File: src/design/lupc_pkg.sv
// Shared types and constants for the LRAT unit propagation checker.
// No dependencies.
package lupc_pkg;

   localparam int NumVars = 4096;
   localparam int NumClauses = 16384;
   localparam int LitStore = 65536;
   localparam int VarW = $clog2(NumVars);
   localparam int IdW = 14;
   localparam int PtrW = $clog2(LitStore) + 1;
   localparam int LitW = 13;

   localparam logic [1:0] ACT_INPUT = 2'd0;
   localparam logic [1:0] ACT_LEMMA = 2'd1;
   localparam logic [1:0] ACT_HINT = 2'd2;

   localparam logic [2:0] ST_OK = 3'd0;
   localparam logic [2:0] ST_VERIFIED = 3'd1;
   localparam logic [2:0] ST_INVALID = 3'd2;
   localparam logic [2:0] ST_NOT_EARLIER = 3'd3;
   localparam logic [2:0] ST_UNBOUND = 3'd4;
   localparam logic [2:0] ST_DUPLICATE = 3'd5;
   localparam logic [2:0] ST_FULL = 3'd6;

   localparam logic [1:0] PH_IDLE = 2'd0;
   localparam logic [1:0] PH_LEMMA = 2'd1;
   localparam logic [1:0] PH_CHECK = 2'd2;
   localparam logic [1:0] PH_DONE = 2'd3;

   typedef struct packed {
      logic [1:0] action;
      logic [LitW-1:0] literal;
      logic [IdW-1:0] clause_id;
   } item_type;

endpackage

File: src/design/lupc_front.sv
// Input stage of the checker: a two-entry item queue in front of the engine.
// Depends on lupc_pkg.
module lupc_front
   import lupc_pkg::*;
(
   input logic clock,
   input logic reset,
   input logic push,
   output logic full,
   input item_type push_item,
   output logic has_item,
   output item_type head_item,
   input logic take
);

   item_type slot_ff [2];
   logic [1:0] count_ff, count_in;
   logic rd_ff, wr_ff;
   logic do_push;

   assign full = count_ff == 2'd2;
   assign has_item = count_ff != 2'd0;
   assign head_item = slot_ff[rd_ff];
   assign do_push = push && !full;

   // Occupancy follows pushes and takes.
   always_comb begin
      count_in = count_ff + {1'b0, do_push} - {1'b0, take && has_item};
   end

   always_ff @(posedge clock) begin
      if (reset) begin
         count_ff <= 2'd0;
         rd_ff <= 1'b0;
         wr_ff <= 1'b0;
      end else begin
         count_ff <= count_in;
         if (do_push) wr_ff <= !wr_ff;
         if (take && has_item) rd_ff <= !rd_ff;
      end
   end

   always_ff @(posedge clock) begin
      if (do_push) slot_ff[wr_ff] <= push_item;
   end

   assert property (@(posedge clock) disable iff (reset) count_ff != 2'd3)
      else $error("item queue overflow");
   assert property (@(posedge clock) disable iff (reset)
      full |=> !($past(push) && count_ff == 2'd0 && !$past(take)))
      else $error("push accepted while full");
   assert property (@(posedge clock) disable iff (reset)
      !has_item |=> count_ff <= 2'd1)
      else $error("queue grew by more than one");

endmodule

File: config.mk
export PLATFORM = sky130hd
export DESIGN_NAME = lupc_front
export DESIGN_NICKNAME = d
export VERILOG_FILES = /design/src/design/lupc_pkg.sv /design/src/design/lupc_front.sv
export SDC_FILE = /design/constraint.sdc
export NUM_CORES = 1
export LEC_CHECK = 0
export BUFFER_PORTS_ARGS = -buffer_cell sky130_fd_sc_hd__buf_4
export CORE_ASPECT_RATIO = 0.8
export CORE_MARGIN = 8
export CORE_UTILIZATION = 46
export CTS_CLUSTER_SIZE = 40
export DETAILED_ROUTE_END_ITERATION = 8
export PLACE_DENSITY = 0.82
export RECOVER_POWER = 100
export SLEW_MARGIN = 10
export SYNTH_ARGS = -nofsm -noshare
export SYNTH_HDL_FRONTEND = slang
export SYNTH_SLANG_ARGS = --single-unit
File: constraint.sdc
create_clock -name clock -period 1.8 [get_ports clock]
set_input_delay 0.36 -clock clock [delete_from_list [all_inputs] [get_ports clock]]
set_output_delay 0.36 -clock clock [all_outputs]
set_load 0.02 [all_outputs]
Yosys cells after proc, flatten, opt, wreduce, memory -nomap -nowiden
Memory sizes are Yosys's and may differ from the RTL's. A register that Yosys moved wholly into a read port is not among the register bits.
Index checks and enable logic that the tools add are counted.
{"block": "word_totals", "reg_bits": 4, "mem_bits_rw": 58, "input_bits": 33, "word_cells": 17, "mem_count": 1}
{"block": "classes", "addsub": 2, "n_eq_ne": 1, "muxes": 4, "reduce_logical": 6}
{"memory": "slot_ff", "words": 2, "width": 29, "rd": 1, "rd_clocked_by_memory_dff": 1, "wr": 1, "line_no": "lupc_front.sv:16", "rtl": "item_type slot_ff [2];"}
{"op": "$mux W1", "n": 4}
{"op": "$logic_not A1 Y1", "n": 3}
{"op": "$add A2 B1 Y2", "n": 1}
{"op": "$eq A2 B2 Y1 const B", "n": 1}
{"op": "$logic_and A1 B1 Y1", "n": 2}
{"op": "$reduce_bool A2 Y1", "n": 1}
{"op": "$sub A2 B1 Y2", "n": 1}

Depth between registers and ports, before layout
{"block": "depth", "ltp_word": 5, "mapped_depth": 8, "depth_no_buf": 8}

Worst setup path before layout
No wires, ideal clock.
{"block": "synth_timing", "kind": "flip-flop to flip-flop", "from": "register count_ff[0]", "to": "memory slot_ff[0][0] (netlist name) (enable)", "setup_time_ns": 0.384, "t_arrival_ns": 1.456, "setup_slack_ns": -0.040, "stages_incl_launch_ff": 5, "n_path_buf": 0, "synth_period_minus_slack_ns": 1.840, "path_cell_list": "dfxtp_1 > nand2b_2 > inv_2 > or3_1 > inv_1"}
{"block": "synth_via", "elab_chain_cells": 5}
{"item": "start: declaration", "line_no": "lupc_front.sv:17", "rtl": "logic [1:0] count_ff, count_in;"}
{"item": "start signal: assignment", "line_no": "lupc_front.sv:37", "rtl": "count_ff <= count_in;"}
{"item": "$eq A2 B2 Y1", "line_no": "lupc_front.sv:21", "rtl": "assign full = count_ff == 2'd2;"}
{"item": "net full", "line_no": "lupc_front.sv:9", "rtl": "output logic full,"}
{"item": "$logic_not A1 Y1", "line_no": "lupc_front.sv:24", "rtl": "assign do_push = push && !full;"}
{"item": "$logic_and A1 B1 Y1", "line_no": "lupc_front.sv:24"}
{"item": "$mux W1", "line_no": "lupc_front.sv:44", "rtl": "if (do_push) slot_ff[wr_ff] <= push_item;"}
{"item": "$mux W1 (not written as such)", "line_no": "lupc_front.sv:44"}
{"item": "end: declaration", "line_no": "lupc_front.sv:16"}
The timed path passes the listed nets, and every way through them passes these cells.

==> results.toml <==
[detailed_routing]
routedWlPerCell_um = 17.9
postRouteAntennaNets = 0
wirelength_um = 4630
drc_errors = 0
dr.max_layer_used = "met4"
wl_met1_um = 1620
dr.pass1.iters = 3
wl_met2_um = 2460
routed_via_density = 4.85
vias = 1257
drtIter0Drc = 39
wl_met3_um = 516

[clock_tree]
cts.sinks = 63
postCtsHoldBufs = 0
cts_resized = 0
clock_latency_ps = 330
numCtsBuffers = 9
cts_root_buffer = "clkbuf_8"
clockBufferDepth = 2
postCtsSetupRepairBufs = 0
cts-htree-levels = 3
path_clk_slew_ps = 60
cts_tree = "built"

[placement]
port_buffers = 63
hpwl_um = 3170
globalplace.congestion = 0.715

[die]
io_pins = 64
die_h_um = 79.6
fp.dieW_um = 95.5
coreArea_um2 = 4950
rows = 23
die-area_um2 = 7600
start_util = 0.469

[global_routing]
track_usage = 0.125
grt-ovfl-total = 0
antenna_found_initial = 0
grt_max_degree = 30
grt_pass1_vias = 1353
grt_pass1_wl_um = 6800

[run_status]
status = "completed"

[power]
switching_share = 0.278
p_switching_mw = 1.24
peakVddDrop_mv = 0.747
power.internal_mw = 3.23
powerDensity_nw_per_um2 = 1460
p_seq_frac = 0.426
p_leak_nw = 1.15
p_clk_frac = 0.279
p_total_mw = 4.47
comb_power_share = 0.295

[critical_path]
critical-path-max-stage-delay_ps = 380
crit_fanout = 15
timing_worst_setup_path_type = "flip-flop to primary output"
reg2reg_setup_slack_ps = 100
path_delay_family = "flip-flops"
crit_chain = "buf_12, mux2_2, buf_4"
slowest_stage = "dfxtp_4"
critPathRequiredTime_ps = 1440
path_buf_inv = 2
startpoint_type = "flip-flop"
cp-end-kind = "primary output"
critical_path_arrival_ps = 1380

[synth]
ys_ff_latch = 63
synth_top_area_frac = 0.750
syn_nets = 151
syn_area_um2 = 2320
syn_avg_cell_area_um2 = 20.0
synth_cell_type_count = 20
netlist_instances = 116
yosysTopAreaCell = "edfxtp_1"
yosys_warnings = 0
synthTopCellsByArea = "edfxtp_1 (75%), mux2_2 (14%), dfxtp_1 (4.3%)"
seq_area_frac_synth = 0.793

[timing]
worst_pin_slew_ps = 729
max_clock_freq_mhz = 574
worst_clock_skew_ps = 5.52
hold_viol = 0
drv_slew = 0
tns_ps = 0
fin_crit_sh = 0.968
setup_viol = 0
finalCriticalPeriod_ps = 1740
rsz0062_at_grt = "false"
relSlewSlack = 0.514

[final_layout]
n_fill_cell = 366
final_nets = 227
diodes = 0
area_growth_pct = 32.3
drive_gt1_frac = 0.497

[worst_hold_path]
hold_path.class = "input pin to flip-flop"

[job]
cap_violations = 0
## cell families (layout without fill, tap and decap cells)
| family | Yosys count | count (layout) | synth area share |
|---|---|---|---|
| xor+xnor | 3 | 3 | 0.0113 |
| compound gates | 3 | 3 | 0.00754 |
| mux | 29 | 29 | 0.141 |
| buf+inv | 7 | 88 | 0.0156 |
| flops | 63 | 63 | 0.793 |
| fa+ha+maj | 2 | 2 | 0.0108 |
| simple gates | 9 | 9 | 0.0215 |
## power by group through the flow
| stage | combinational, mW | sequential [mW] | clock [mW] |
|---|---|---|---|
| after floorplan | 0.815 | 1.89 | 0 |
| after global placement | 1.31 | 1.90 | 0 |
| after detailed placement | 1.34 | 1.92 | 0 |
| after CTS | 1.35 | 1.89 | 1.29 |
| after global routing | 1.41 | 1.92 | 1.34 |
| final | 1.32 | 1.91 | 1.25 |
## cell usage after synthesis
cell type / number
mux2_2: 29
nor2b_1: 1
buf_6: 1
o21a_1: 1
dfxtp_1: 5
xnor2_1: 2
and3_2: 1
or2_2: 1
nand2_1: 1
or3_1: 1
edfxtp_1: 58
ha_1: 2
nor2_1: 3
inv_2: 1
o21ai_0: 1
inv_1: 3
buf_2: 2
xor2_1: 1
nand2b_2: 1
a21oi_1: 1
## final timing paths
kind,from,to,depth (start not counted)
worst max-delay path,flip-flop,head_item[17],3
worst min-delay path,reset,flip-flop,2
worst max register to register,count_ff[0],slot_ff[1][0],3
worst min register to register,wr_ff,wr_ff,2
## metal layers
| metal | global-route usage | vias up |
|---|---|---|
| met2 | 0.209 | 52 |
| li1 | - | 592 |
| met4 | 0.0413 | 0 |
| met5 | 0 | - |
| met1 | 0.123 | 608 |
| met3 | 0.0799 | 5 |
## placed cells by master, fill, tap and decap left out, types with 2 or more instances in the layout
cell type  count
dfxtp_1        4
clkbuf_1      18
clkbuf_8       9
bufinv_16      2
inv_1          3
xnor2_1        2
buf_4         32
ha_1           2
mux2_2        29
clkinv_1       2
nor2_1         3
buf_6          2
edfxtp_1      58
clkbuf_4      15
## through the flow
step | util | std cells | worst slack (ps) | hold WS, ps | cell area (um2)
5_1_grt | 0.621 | 259 | 2.32 | 201 | 3070
3_3_place_gp | 0.589 | 241 | 278 | 473 | 2920
6_report | 0.621 | 259 | 57.7 | 227 | 3070
3_5_place_dp | 0.589 | 241 | 195 | 500 | 2920
2_1_floorplan | - | 116 | 196 | 429 | 2330
4_1_cts | 0.630 | 257 | 3.35 | 195 | 3120
## layout make-up
| type | instances | area [um2] | area share |
|---|---|---|---|
| multi-input cells | 46 | 445 | 0.145 |
| clock buffers | 11 | 131 | 0.0427 |
| clock inverters | 5 | 72.6 | 0.0236 |
| repair buffers | 68 | 485 | 0.158 |
| well taps | 62 | 77.6 | 0.0252 |
| flip-flops and latches | 63 | 1850 | 0.600 |
| inverters | 4 | 16.3 | 0.00529 |
## registers in the layout (all words and copies together) (netlist names), named ones only
signal	cells
slot_ff	58
count_ff	2
rd_ff	1
wr_ff	1
Power figures use the tool's default switching activity.
